[src/rtl/lpht_pkg.sv]
`timescale 1ns / 1ps

package lpht_pkg;

    localparam int KEY_W     = 31;
    localparam int VALUE_W   = 32;
    localparam int OP_W      = 2;
    localparam int STATUS_W  = 2;

    // tdata on the request side carries key and value, padded to whole bytes
    localparam int IN_TDATA_W  = ((KEY_W + VALUE_W + 7) / 8) * 8;
    localparam int OUT_TDATA_W = ((VALUE_W + 7) / 8) * 8;

    // home slot reduction: DIGIT_W key bits per cycle
    localparam int DIGIT_W   = 4;
    localparam int MOD_STEPS = (KEY_W + DIGIT_W - 1) / DIGIT_W;
    localparam int PAD_W     = MOD_STEPS * DIGIT_W;
    localparam int STEP_W    = (MOD_STEPS > 1) ? $clog2(MOD_STEPS) : 1;

    typedef enum logic [OP_W-1:0] {
        OP_INSERT = 2'd0,
        OP_FIND   = 2'd1,
        OP_REMOVE = 2'd2,
        OP_NONE   = 2'd3
    } op_t;

    typedef enum logic [STATUS_W-1:0] {
        ST_OK      = 2'd0,
        ST_MISSING = 2'd1,
        ST_FULL    = 2'd2,
        ST_UNUSED  = 2'd3
    } status_t;

    typedef enum logic [1:0] {
        MARK_EMPTY   = 2'd0,
        MARK_USED    = 2'd1,
        MARK_DELETED = 2'd2,
        MARK_UNUSED  = 2'd3
    } mark_t;

    typedef struct packed {
        mark_t              mark;
        logic [KEY_W-1:0]   key;
        logic [VALUE_W-1:0] value;
    } slot_t;

    typedef enum logic [2:0] {
        S_CLEAR,
        S_IDLE,
        S_HASH,
        S_ISSUE,
        S_PROBE,
        S_RESP
    } state_t;

endpackage

[src/rtl/linear_probe_hash_table_unit.sv]
`timescale 1ns / 1ps

// Linear-probing key-value table of SLOTS slots held in one slot memory.
// Requests enter on the s_* stream: opcode in s_tuser, key and value in
// s_tdata. Each request returns exactly one response on the m_* stream:
// status in m_tuser, the found value (else zero) in m_tdata.
// A request is accepted, its key is reduced to its home slot (the reducer
// is loaded, then the eight key digits are folded in), the memory read is
// started, and the walk visits 1 to SLOTS slots (one memory read per
// cycle); then the response register is loaded.
// Insert (unless full) and remove (on a hit) write the slot memory in the
// cycle the walk ends. An unused opcode skips the walk and answers "not found".
// One request is in flight at a time; the next one is taken as soon as the
// response sits in the output register, even while the receiver stalls.
// A stalled response holds m_tvalid and its data until taken; a finished
// walk then waits before loading it.
// After reset the block sweeps the memory, marking every slot empty;
// s_tready stays low during that sweep.
module linear_probe_hash_table_unit #(
    parameter int SLOTS = 16
) (
    input  logic                                 clk,
    input  logic                                 rst_n,
    input  logic                                 s_tvalid,
    output logic                                 s_tready,
    input  logic [lpht_pkg::IN_TDATA_W-1:0]      s_tdata,   // key, value, zero pad
    input  logic [lpht_pkg::OP_W-1:0]            s_tuser,   // opcode
    output logic                                 m_tvalid,
    input  logic                                 m_tready,
    output logic [lpht_pkg::OUT_TDATA_W-1:0]     m_tdata,   // read_value
    output logic [lpht_pkg::STATUS_W-1:0]        m_tuser    // status
);

    import lpht_pkg::*;

    localparam int IDX_W = $clog2(SLOTS);
    localparam logic [IDX_W-1:0] LAST_SLOT = IDX_W'(SLOTS - 1);

    state_t             state_reg, state_next;
    op_t                op_reg, op_next;
    logic [KEY_W-1:0]   key_reg, key_next;
    logic [VALUE_W-1:0] value_reg, value_next;
    logic [IDX_W-1:0]   addr_reg, addr_next;
    logic [IDX_W-1:0]   slot_reg, slot_next;
    logic [IDX_W-1:0]   cnt_reg, cnt_next;
    logic               has_free_reg, has_free_next;
    logic [IDX_W-1:0]   free_reg, free_next;
    status_t            res_status_reg, res_status_next;
    logic [VALUE_W-1:0] res_value_reg, res_value_next;
    logic               out_valid_reg, out_valid_next;
    status_t            out_status_reg, out_status_next;
    logic [VALUE_W-1:0] out_value_reg, out_value_next;

    logic               mod_start;
    logic               mod_done;
    logic [IDX_W-1:0]   mod_home;

    logic               wr_en;
    logic [IDX_W-1:0]   wr_addr;
    slot_t              wr_word;
    logic               rd_en;
    slot_t              rd_word;

    logic               in_fire;
    logic               used;
    logic               hit;
    logic               walk_end;
    logic               free_found;
    logic [IDX_W-1:0]   free_slot;

    lpht_mod #(
        .SLOTS (SLOTS)
    ) u_mod (
        .clk   (clk),
        .rst_n (rst_n),
        .start (mod_start),
        .key   (key_reg),
        .done  (mod_done),
        .home  (mod_home)
    );

    lpht_ram #(
        .WIDTH ($bits(slot_t)),
        .DEPTH (SLOTS)
    ) u_ram (
        .clk     (clk),
        .wr_en   (wr_en),
        .wr_addr (wr_addr),
        .wr_data (wr_word),
        .rd_en   (rd_en),
        .rd_addr (addr_reg),
        .rd_data (rd_word)
    );

    assign s_tready = (state_reg == S_IDLE);
    assign in_fire  = s_tvalid && s_tready;
    assign m_tvalid = out_valid_reg;
    assign m_tuser  = out_status_reg;
    assign m_tdata  = OUT_TDATA_W'(out_value_reg);

    assign used       = (rd_word.mark == MARK_USED);
    assign hit        = used && (rd_word.key == key_reg);
    assign walk_end   = (rd_word.mark == MARK_EMPTY) || (cnt_reg == LAST_SLOT);
    assign free_found = has_free_reg || !used;
    assign free_slot  = has_free_reg ? free_reg : slot_reg;

    always_comb
    begin
        state_next      = state_reg;
        op_next         = op_reg;
        key_next        = key_reg;
        value_next      = value_reg;
        addr_next       = addr_reg;
        slot_next       = slot_reg;
        cnt_next        = cnt_reg;
        has_free_next   = has_free_reg;
        free_next       = free_reg;
        res_status_next = res_status_reg;
        res_value_next  = res_value_reg;
        out_valid_next  = out_valid_reg && !m_tready;
        out_status_next = out_status_reg;
        out_value_next  = out_value_reg;
        mod_start       = 1'b0;
        rd_en           = 1'b0;
        wr_en           = 1'b0;
        wr_addr         = addr_reg;
        wr_word.mark    = MARK_EMPTY;
        wr_word.key     = key_reg;
        wr_word.value   = value_reg;

        unique case (state_reg)
            S_CLEAR:
            begin
                wr_en     = 1'b1;
                addr_next = addr_reg + IDX_W'(1);
                if (addr_reg == LAST_SLOT)
                begin
                    addr_next  = '0;
                    state_next = S_IDLE;
                end
            end
            S_IDLE:
            begin
                if (in_fire)
                begin
                    op_next    = op_t'(s_tuser);
                    key_next   = s_tdata[KEY_W-1:0];
                    value_next = s_tdata[KEY_W+VALUE_W-1:KEY_W];
                    if (op_t'(s_tuser) == OP_NONE)
                    begin
                        res_status_next = ST_MISSING;
                        res_value_next  = '0;
                        state_next      = S_RESP;
                    end
                    else
                    begin
                        state_next = S_HASH;
                    end
                end
            end
            S_HASH:
            begin
                if (mod_done)
                begin
                    addr_next     = mod_home;
                    cnt_next      = '0;
                    has_free_next = 1'b0;
                    state_next    = S_ISSUE;
                end
            end
            S_ISSUE:
            begin
                rd_en      = 1'b1;
                slot_next  = addr_reg;
                addr_next  = (addr_reg == LAST_SLOT) ? '0 : addr_reg + IDX_W'(1);
                state_next = S_PROBE;
            end
            S_PROBE:
            begin
                if (hit || walk_end)
                begin
                    res_status_next = ST_MISSING;
                    res_value_next  = '0;
                    state_next      = S_RESP;
                    wr_word.value   = rd_word.value;
                    unique case (op_reg)
                        OP_INSERT:
                        begin
                            wr_word.mark  = MARK_USED;
                            wr_word.value = value_reg;
                            if (hit)
                            begin
                                wr_en           = 1'b1;
                                wr_addr         = slot_reg;
                                res_status_next = ST_OK;
                            end
                            else if (free_found)
                            begin
                                wr_en           = 1'b1;
                                wr_addr         = free_slot;
                                res_status_next = ST_OK;
                            end
                            else
                            begin
                                res_status_next = ST_FULL;
                            end
                        end
                        OP_FIND:
                        begin
                            if (hit)
                            begin
                                res_status_next = ST_OK;
                                res_value_next  = rd_word.value;
                            end
                        end
                        OP_REMOVE:
                        begin
                            wr_word.mark = MARK_DELETED;
                            if (hit)
                            begin
                                wr_en           = 1'b1;
                                wr_addr         = slot_reg;
                                res_status_next = ST_OK;
                            end
                        end
                        default:
                        begin
                        end
                    endcase
                end
                else
                begin
                    rd_en     = 1'b1;
                    slot_next = addr_reg;
                    addr_next = (addr_reg == LAST_SLOT) ? '0 : addr_reg + IDX_W'(1);
                    cnt_next  = cnt_reg + IDX_W'(1);
                    if (!has_free_reg && !used)
                    begin
                        has_free_next = 1'b1;
                        free_next     = slot_reg;
                    end
                end
            end
            S_RESP:
            begin
                if (!out_valid_reg || m_tready)
                begin
                    out_valid_next  = 1'b1;
                    out_status_next = res_status_reg;
                    out_value_next  = res_value_reg;
                    state_next      = S_IDLE;
                end
            end
            default:
            begin
                state_next = S_IDLE;
            end
        endcase

        // start the home slot reduction in the first hash cycle
        if (state_reg == S_IDLE && in_fire && op_t'(s_tuser) != OP_NONE)
        begin
            cnt_next = '0;
        end
        if (state_reg == S_HASH && !mod_done && cnt_reg == '0)
        begin
            mod_start = 1'b1;
            cnt_next  = LAST_SLOT;
        end
    end

    always_ff @(posedge clk or negedge rst_n)
    begin
        if (!rst_n)
        begin
            state_reg     <= S_CLEAR;
            addr_reg      <= '0;
            cnt_reg       <= '0;
            has_free_reg  <= 1'b0;
            out_valid_reg <= 1'b0;
        end
        else
        begin
            state_reg     <= state_next;
            addr_reg      <= addr_next;
            cnt_reg       <= cnt_next;
            has_free_reg  <= has_free_next;
            out_valid_reg <= out_valid_next;
        end
    end

    always_ff @(posedge clk)
    begin
        op_reg         <= op_next;
        key_reg        <= key_next;
        value_reg      <= value_next;
        slot_reg       <= slot_next;
        free_reg       <= free_next;
        res_status_reg <= res_status_next;
        res_value_reg  <= res_value_next;
        out_status_reg <= out_status_next;
        out_value_reg  <= out_value_next;
    end

endmodule

[src/rtl/lpht_ram.sv]
`timescale 1ns / 1ps

module lpht_ram #(
    parameter int WIDTH = 8,
    parameter int DEPTH = 16
) (
    input  logic                     clk,
    input  logic                     wr_en,
    input  logic [$clog2(DEPTH)-1:0] wr_addr,
    input  logic [WIDTH-1:0]         wr_data,
    input  logic                     rd_en,
    input  logic [$clog2(DEPTH)-1:0] rd_addr,
    output logic [WIDTH-1:0]         rd_data
);

    logic [WIDTH-1:0] mem [DEPTH];
    logic [WIDTH-1:0] rd_data_reg;

    always_ff @(posedge clk)
    begin
        if (wr_en)
        begin
            mem[wr_addr] <= wr_data;
        end
        if (rd_en)
        begin
            rd_data_reg <= mem[rd_addr];
        end
    end

    assign rd_data = rd_data_reg;

endmodule

[src/rtl/lpht_mod.sv]
`timescale 1ns / 1ps

module lpht_mod #(
    parameter int SLOTS = 16
) (
    input  logic                          clk,
    input  logic                          rst_n,
    input  logic                          start,
    input  logic [lpht_pkg::KEY_W-1:0]    key,
    output logic                          done,
    output logic [$clog2(SLOTS)-1:0]      home
);

    import lpht_pkg::*;

    localparam int IDX_W = $clog2(SLOTS);
    localparam logic [IDX_W:0] SLOTS_C = (IDX_W + 1)'(SLOTS);

    logic              busy_reg;
    logic [STEP_W-1:0] step_reg;
    logic [PAD_W-1:0]  sh_reg;
    logic [IDX_W-1:0]  rem_reg;
    logic [IDX_W:0]    rem_next;

    // restoring remainder over one digit of the key
    always_comb
    begin
        rem_next = {1'b0, rem_reg};
        for (int i = 0; i < DIGIT_W; i++)
        begin
            rem_next = {rem_next[IDX_W-1:0], sh_reg[PAD_W-1-i]};
            if (rem_next >= SLOTS_C)
            begin
                rem_next = rem_next - SLOTS_C;
            end
        end
    end

    assign done = busy_reg && (step_reg == STEP_W'(MOD_STEPS - 1));
    assign home = rem_next[IDX_W-1:0];

    always_ff @(posedge clk or negedge rst_n)
    begin
        if (!rst_n)
        begin
            busy_reg <= 1'b0;
            step_reg <= '0;
        end
        else if (start)
        begin
            busy_reg <= 1'b1;
            step_reg <= '0;
        end
        else if (busy_reg)
        begin
            busy_reg <= !done;
            step_reg <= step_reg + STEP_W'(1);
        end
    end

    always_ff @(posedge clk)
    begin
        if (start)
        begin
            sh_reg  <= PAD_W'(key);
            rem_reg <= '0;
        end
        else if (busy_reg)
        begin
            sh_reg  <= sh_reg << DIGIT_W;
            rem_reg <= rem_next[IDX_W-1:0];
        end
    end

endmodule
[config.mk]
export PLATFORM = sky130hd
export DESIGN_NAME = linear_probe_hash_table_unit
export DESIGN_NICKNAME = d
export VERILOG_FILES = /design/src/rtl/lpht_pkg.sv /design/src/rtl/linear_probe_hash_table_unit.sv /design/src/rtl/lpht_ram.sv /design/src/rtl/lpht_mod.sv
export SDC_FILE = /design/constraint.sdc
export NUM_CORES = 1
export LEC_CHECK = 0
export ABC_AREA = 1
export BUFFER_PORTS_ARGS = -buffer_cell sky130_fd_sc_hd__buf_2
export CAP_MARGIN = 30
export CORE_MARGIN = 2
export CORE_UTILIZATION = 35
export DETAILED_ROUTE_END_ITERATION = 6
export PLACE_DENSITY = 0.48
export SYNTH_ARGS = -nofsm -noshare
export SYNTH_HDL_FRONTEND = slang
export SYNTH_SLANG_ARGS = --single-unit
[constraint.sdc]
create_clock -name clk -period 7.9 [get_ports clk]
set_input_delay 1.58 -clock clk [delete_from_list [all_inputs] [get_ports clk]]
set_output_delay 1.58 -clock clk [all_outputs]
set_load 0.01 [all_outputs]
==> qor.yml, run 1 <==
final_nets: 3840
finalSetupViolCount: 0
seqPwrFrac: 0.437
place_congestion: 0.762
max_freq_mhz: 194
drc: 0
grt_util_all_layers: 0.187
die_w_um: 382
synthMuxAreaShare: 0
final_max_slew_viol_count: 0
placementRows: 138
max-cap-violations: 0
multi_input_area_mm2: 0.0101
synth-xor-area-share: 0.00368
p_switching_mw: 7.56
drive_above_1_share: 0.108
clockBufferDepth: 3
required_ns: 8.27
grt-ovfl-total: 0
crit_arrival_ns: 5.54
regArea_mm2: 0.0388
area_growth_syn_to_layout_pct: 14.8
largest_register_ff_count: 1040
finalHoldViolations: 0
post_cts.repair.setup_buffers: 0
drtPass1Iterations: 5
synth_nets: 3739
clock_latency_ns: 0.77
worstMarginPinSlew_ns: 0.992
dr.first_iter.drc_count: 2654
cp_slowest_cell: "buf_4"
synth-compound-area-share: 0.0936
numClockSinks: 1295
rsz0062_at_grt: "false"
clkTransAtPathRegs_ns: 0.06
coreArea_mm2: 0.142
tns_ns: 0
reg2reg_slack_ns: 2.73
yosys.area_share.simple: 0.0995
crit_path_end_kind: "flop"
cts_tree: "yes"
wl_per_cell_um: 23.9
die_area_mm2: 0.146
power_density_mw_per_mm2: 378
post_cts_resize_count: 0
fillCellCount: 13200
synth_top_family_by_area: "simple AND/OR/NAND/NOR gates"
diodes: 0
wl_um: 138000
critPathBufInv: 2
p_comb_frac: 0.267
ioPinCount: 106
setup_slack_ns: 2.73
critPathKind: "flop to flop"
dp_slack_ns: 2.81
grt_pass1_vias: 29000
syn-cell-area_mm2: 0.0500
period_share: 0.654
hpwl_um: 66800
clkPwrFrac: 0.296
critPathMaxStageDelay_ns: 0.76
outcome: "complete, no violations"
hold_path.class: "flop to flop"
io_buffers: 104
switching_share: 0.348
cts_made_buffers: 146
grt_max_degree: 171
fin_crit_ns: 5.17
synth_seq_area_share: 0.775
ys_seq_elements: 1295
die_y_um: 382
critPathMaxFanout: 36
path_cells: "xnor2_1, nand2_1, nor2_1, nand2_1, nor2_4, nand2_4, a21oi_2, nand2_1, o211ai_4, nand3_1, nor2_4, buf_4, buf_4"
crit_top_cell: "nand2_1"
syn_inst: 3660
synth_fa_ha_area_frac: 0.00225
h-tree-depth: 4
clock_skew_ns: 0.0299
drtAntennaViolNets: 0
yosysWarnings: 0
vias: 29900
path_delay_family: "simple AND/OR/NAND/NOR gates"
antenna_found_initial: 4
peakVddDrop_mv: 0.193
initial_utilization: 0.353
holdBufCountCts: 0
root_buffer: "clkbuf_16"
leakagePower_nw: 19.2
synthDistinctLibCells: 39
relSlewSlack: 0.337
via_per_inst: 5.20
startpoint_type: "flop"
p_int_mw: 14.2
synth.avg_cell_area_um2: 13.7
grt_pass1_wl_um: 201000
[path summary, 6_finish.rpt]
kind                       depth (start not counted)                            start                          to
max                                               13            key_reg[30]$_DFFE_PP_  u_ram.mem[0][27]$_DFFE_PP_
min                                                0  res_value_reg[23]$_SDFFCE_PN0P_       m_tdata[23]$_DFFE_PP_
max reg2reg                                       13            key_reg[30]$_DFFE_PP_  u_ram.mem[0][27]$_DFFE_PP_
min reg2reg                                        0  res_value_reg[23]$_SDFFCE_PN0P_       m_tdata[23]$_DFFE_PP_
max in group asynchronous                          1                            rst_n     addr_reg[1]$_DFFE_PN0P_
min in group asynchronous                          1                            rst_n    state_reg[2]$_DFFE_PN0P_
[synth_stat cells (all sizes together)]
library cell	count	area share
a221oi	78	0.014
nand3	130	0.014
nand3b	1	0.00015
xnor2	20	0.0035
o31ai	1	0.00015
a21oi	167	0.017
clkinv	2	0.00015
dfrtp	17	0.0085
o221ai	52	0.0091
o211ai	4	0.00098
buf	38	0.0038
nor2	360	0.028
nor3	3	0.00030
ha	9	0.0023
o21ai	372	0.037
dfxtp	1	0.00040
o22ai	81	0.010
o21bai	2	0.00030
edfxtp	1277	0.77
a22oi	3	0.00045
clkbuf	180	0.014
inv	107	0.0080
nand4	58	0.0073
nand2	664	0.050
o21a	32	0.0048
xor2	1	0.00018
[kinds of logic (layout without fill, tap and decap cells)]
family	Yosys count	count (layout)
simple gates	1216	1216
xor+xnor	21	21
compound gates	792	792
fa+ha+maj	9	9
buf+inv	327	538
flops	1295	1295
[through the flow]
stage | cells | power [mW] | instance area [um2] | hold slack [ns] | util
after global placement | 5499 | 15.5 | 52900 | 0.402 | 0.373
after detailed placement | 5502 | 15.5 | 52900 | 0.405 | 0.373
after CTS | 5760 | 22.0 | 57400 | 0.412 | 0.405
after floorplan | 3660 | 13.1 | 50000 | 0.400 | -
final | 5761 | 21.7 | 57400 | 0.415 | 0.405
after global routing | 5761 | 22.9 | 57400 | 0.422 | 0.405
[final cells by class]
type	count	area share
sequential	1295	0.676
multi-input combinational	2038	0.176
clock buffer	189	0.0675
tap	1890	0.0412
timing repair buffer	171	0.0214
clock inverter	69	0.0102
inverter	109	0.00739
[cells in the final DEF (no fill, tap or decap), drive strengths merged, types with 2 or more instances in the layout]
master | netlist | routed
a21oi | 167 | 167
a221oi | 78 | 78
a22oi | 3 | 3
buf | 38 | 171
bufinv | 0 | 7
clkbuf | 180 | 189
clkinv | 2 | 50
clkinvlp | 0 | 3
dfrtp | 17 | 17
edfxtp | 1277 | 1277
ha | 9 | 9
inv | 107 | 118
nand2 | 664 | 664
nand3 | 130 | 130
nand4 | 58 | 58
nor2 | 360 | 360
nor3 | 3 | 3
o211ai | 4 | 4
o21a | 32 | 32
o21ai | 372 | 372
o21bai | 2 | 2
o221ai | 52 | 52
o22ai | 81 | 81
xnor2 | 20 | 20
[metal layers]
layer	GRT usage	up-vias	share of wire
met4	0.0498	0	0.020
met3	0.0311	181	0.057
met1	0.268	15100	0.46
met5	0	-	0
met2	0.296	877	0.46
li1	-	13700	-
[worst reg2reg max path, stage by stage (launching register included)]
cell	delay (ns)
edfxtp_1	0.67
xnor2_1	0.55
nand2_1	0.10
nor2_1	0.13
nand2_1	0.10
nor2_4	0.23
nand2_4	0.15
a21oi_2	0.73
nand2_1	0.22
o211ai_4	0.19
nand3_1	0.25
nor2_4	0.12
buf_4	0.53
buf_4	0.77
[power by group through the flow]
stage	clock network, mW	logic [mW]	registers [mW]
4_1_cts	6.58	5.88	9.51
3_5_place_dp	0	5.87	9.64
6_report	6.42	5.80	9.50
5_1_grt	6.85	6.45	9.59
3_3_place_gp	0	5.84	9.63
2_1_floorplan	0	3.65	9.47
(Power assumes the default switching activity.)
==> run 2: changes to the inputs <==
clock period = 5.4 ns   (was 7.9 ns; I/O delays follow)
==> qor.yml, run 2 (synthesis results as in run 1) <==
crit_arrival_ns: 4.54
relSlewSlack: 0.333
power_density_mw_per_mm2: 550
p_int_mw: 20.6
crit_start: "key_reg[30]$_DFFE_PP_"
seqPwrFrac: 0.435
startpoint_type: "flop"
wl_per_cell_um: 23.5
fin_crit_ns: 4.09
placementRows: 138
ff2ff_path_depth: 13
critPathMaxFanout: 21
worstMarginPinSlew_ns: 1.00
clock_skew_ns: 0.0269
rr_endpoint: "u_ram.mem[12][27]$_DFFE_PP_"
drive_above_1_share: 0.112
final_common_cell: "edfxtp_1"
grt_max_degree: 193
hpwl_um: 70200
die_w_um: 382
p_comb_frac: 0.277
die_y_um: 382
wl_um: 136000
rsz0062_at_grt: "false"
cts_made_buffers: 143
period_share: 0.757
dr.first_iter.drc_count: 2522
numClockSinks: 1295
diodes: 0
die_area_mm2: 0.146
via_per_inst: 5.18
drc: 0
switching_share: 0.349
grt_pass1_vias: 28900
grt_pass1_wl_um: 199000
layout_common_cells: "edfxtp_1 (1277), nand2_1 (660), o21ai_0 (368)"
coreArea_mm2: 0.142
required_ns: 5.85
place_congestion: 0.784
final_area_mm2: 0.0577
vias: 29900
r2r_start: "key_reg[30]$_DFFE_PP_"
antenna_found_initial: 3
h-tree-depth: 4
final_max_slew_viol_count: 0
dpl_cell_area_mm2: 0.0533
p_switching_mw: 11.1
critPathCapture: "u_ram.mem[12][27]$_DFFE_PP_"
clkPwrFrac: 0.288
area_growth_syn_to_layout_pct: 15.3
max-cap-violations: 0
fillCellCount: 13100
clock_latency_ns: 0.78
finalHoldViolations: 0
io_buffers: 104
hold_path.class: "primary input to asynchronous set/reset pin"
ioPinCount: 106
post_cts.repair.setup_buffers: 0
largest_register_ff_count: 1040
regArea_mm2: 0.0388
clkTransAtPathRegs_ns: 0.06
drtPass1Iterations: 6
reg2reg_slack_ns: 1.31
holdBufCountCts: 0
multi_input_area_mm2: 0.0101
critPathKind: "flop to flop"
drtAntennaViolNets: 0
post_cts_resize_count: 0
outcome: "complete, no violations"
clockBufferDepth: 3
crit_path_end_kind: "flop"
cts_tree: "yes"
root_buffer: "clkbuf_16"
grt_util_all_layers: 0.185
finalSetupViolCount: 0
initial_utilization: 0.353
max_freq_mhz: 245
grt-ovfl-total: 0
leakagePower_nw: 19.4
final_nets: 3861
peakVddDrop_mv: 0.363
tns_ns: 0
[run 2: changes by cell type in the layout (fill, tap and decap cells not counted), sizes merged]
cell / previous run / this run
clkinv: 50 / 60
clkinvlp: 3 / 2
inv: 118 / 113
buf: 171 / 195
bufinv: 7 / 4
clkbuf: 189 / 182
[run 2: worst min path at each step]
stage | from | end | slack [ns]
after floorplan | res_value_reg[0]$_SDFFCE_PN0P_ | m_tdata[0]$_DFFE_PP_ | 0.40
after global placement | res_value_reg[1]$_SDFFCE_PN0P_ | m_tdata[1]$_DFFE_PP_ | 0.40
after detailed placement | res_value_reg[17]$_SDFFCE_PN0P_ | m_tdata[17]$_DFFE_PP_ | 0.40
after CTS | rst_n | m_tvalid$_DFF_PN0_ | 0.22
after global routing | rst_n | m_tvalid$_DFF_PN0_ | 0.26
final | rst_n | m_tvalid$_DFF_PN0_ | 0.26
[run 2: area by class of cell]
class / count / share of cell area
inverter: 109 / 0.00735
multi-input combinational: 2038 / 0.176
clock inverter: 70 / 0.00894
sequential: 1295 / 0.673
tap: 1890 / 0.0410
clock buffer: 182 / 0.0664
timing repair buffer: 195 / 0.0280
[run 2: critical path, cell delays in order (launching register included)]
cell and delay [ns]:
edfxtp_1 0.74, xnor2_1 0.46, nand2_1 0.09, nor2_1 0.11
nand2_1 0.10, nor2_4 0.22, nand2_4 0.12, a21oi_2 0.13
buf_4 0.23, nand2_1 0.13, o211ai_4 0.14, nand3_2 0.26
nor2_4 0.69, buf_12 0.29
[run 2: power by group through the flow]
stage          clock [mW]  combinational [mW]  sequential, mW
2_1_floorplan           0                5.35            13.8
3_3_place_gp            0                8.79            14.0
3_5_place_dp            0                8.90            14.0
4_1_cts              9.38                8.93            13.8
5_1_grt              9.76                9.71            13.9
6_report             9.14                8.78            13.8
[run 2: through the flow]
step | util | power [mW] | hold slack (ns) | setup slack (ns) | std cells
global placement | 0.375 | 22.8 | 0.403 | 1.31 | 5521
floorplan | - | 19.2 | 0.400 | 0.111 | 3660
finish | 0.407 | 31.7 | 0.256 | 1.31 | 5779
detailed placement | 0.376 | 22.9 | 0.405 | 1.36 | 5527
global route | 0.407 | 33.4 | 0.264 | 1.05 | 5779
CTS | 0.407 | 32.1 | 0.220 | 1.33 | 5779
[run 2: per-layer routing]
layer,track usage,part of all wire,up-vias
met5,0,0,-
met4,0.0478,0.020,0
met3,0.0327,0.050,191
met2,0.294,0.47,774
met1,0.263,0.46,15200
li1,-,-,13800
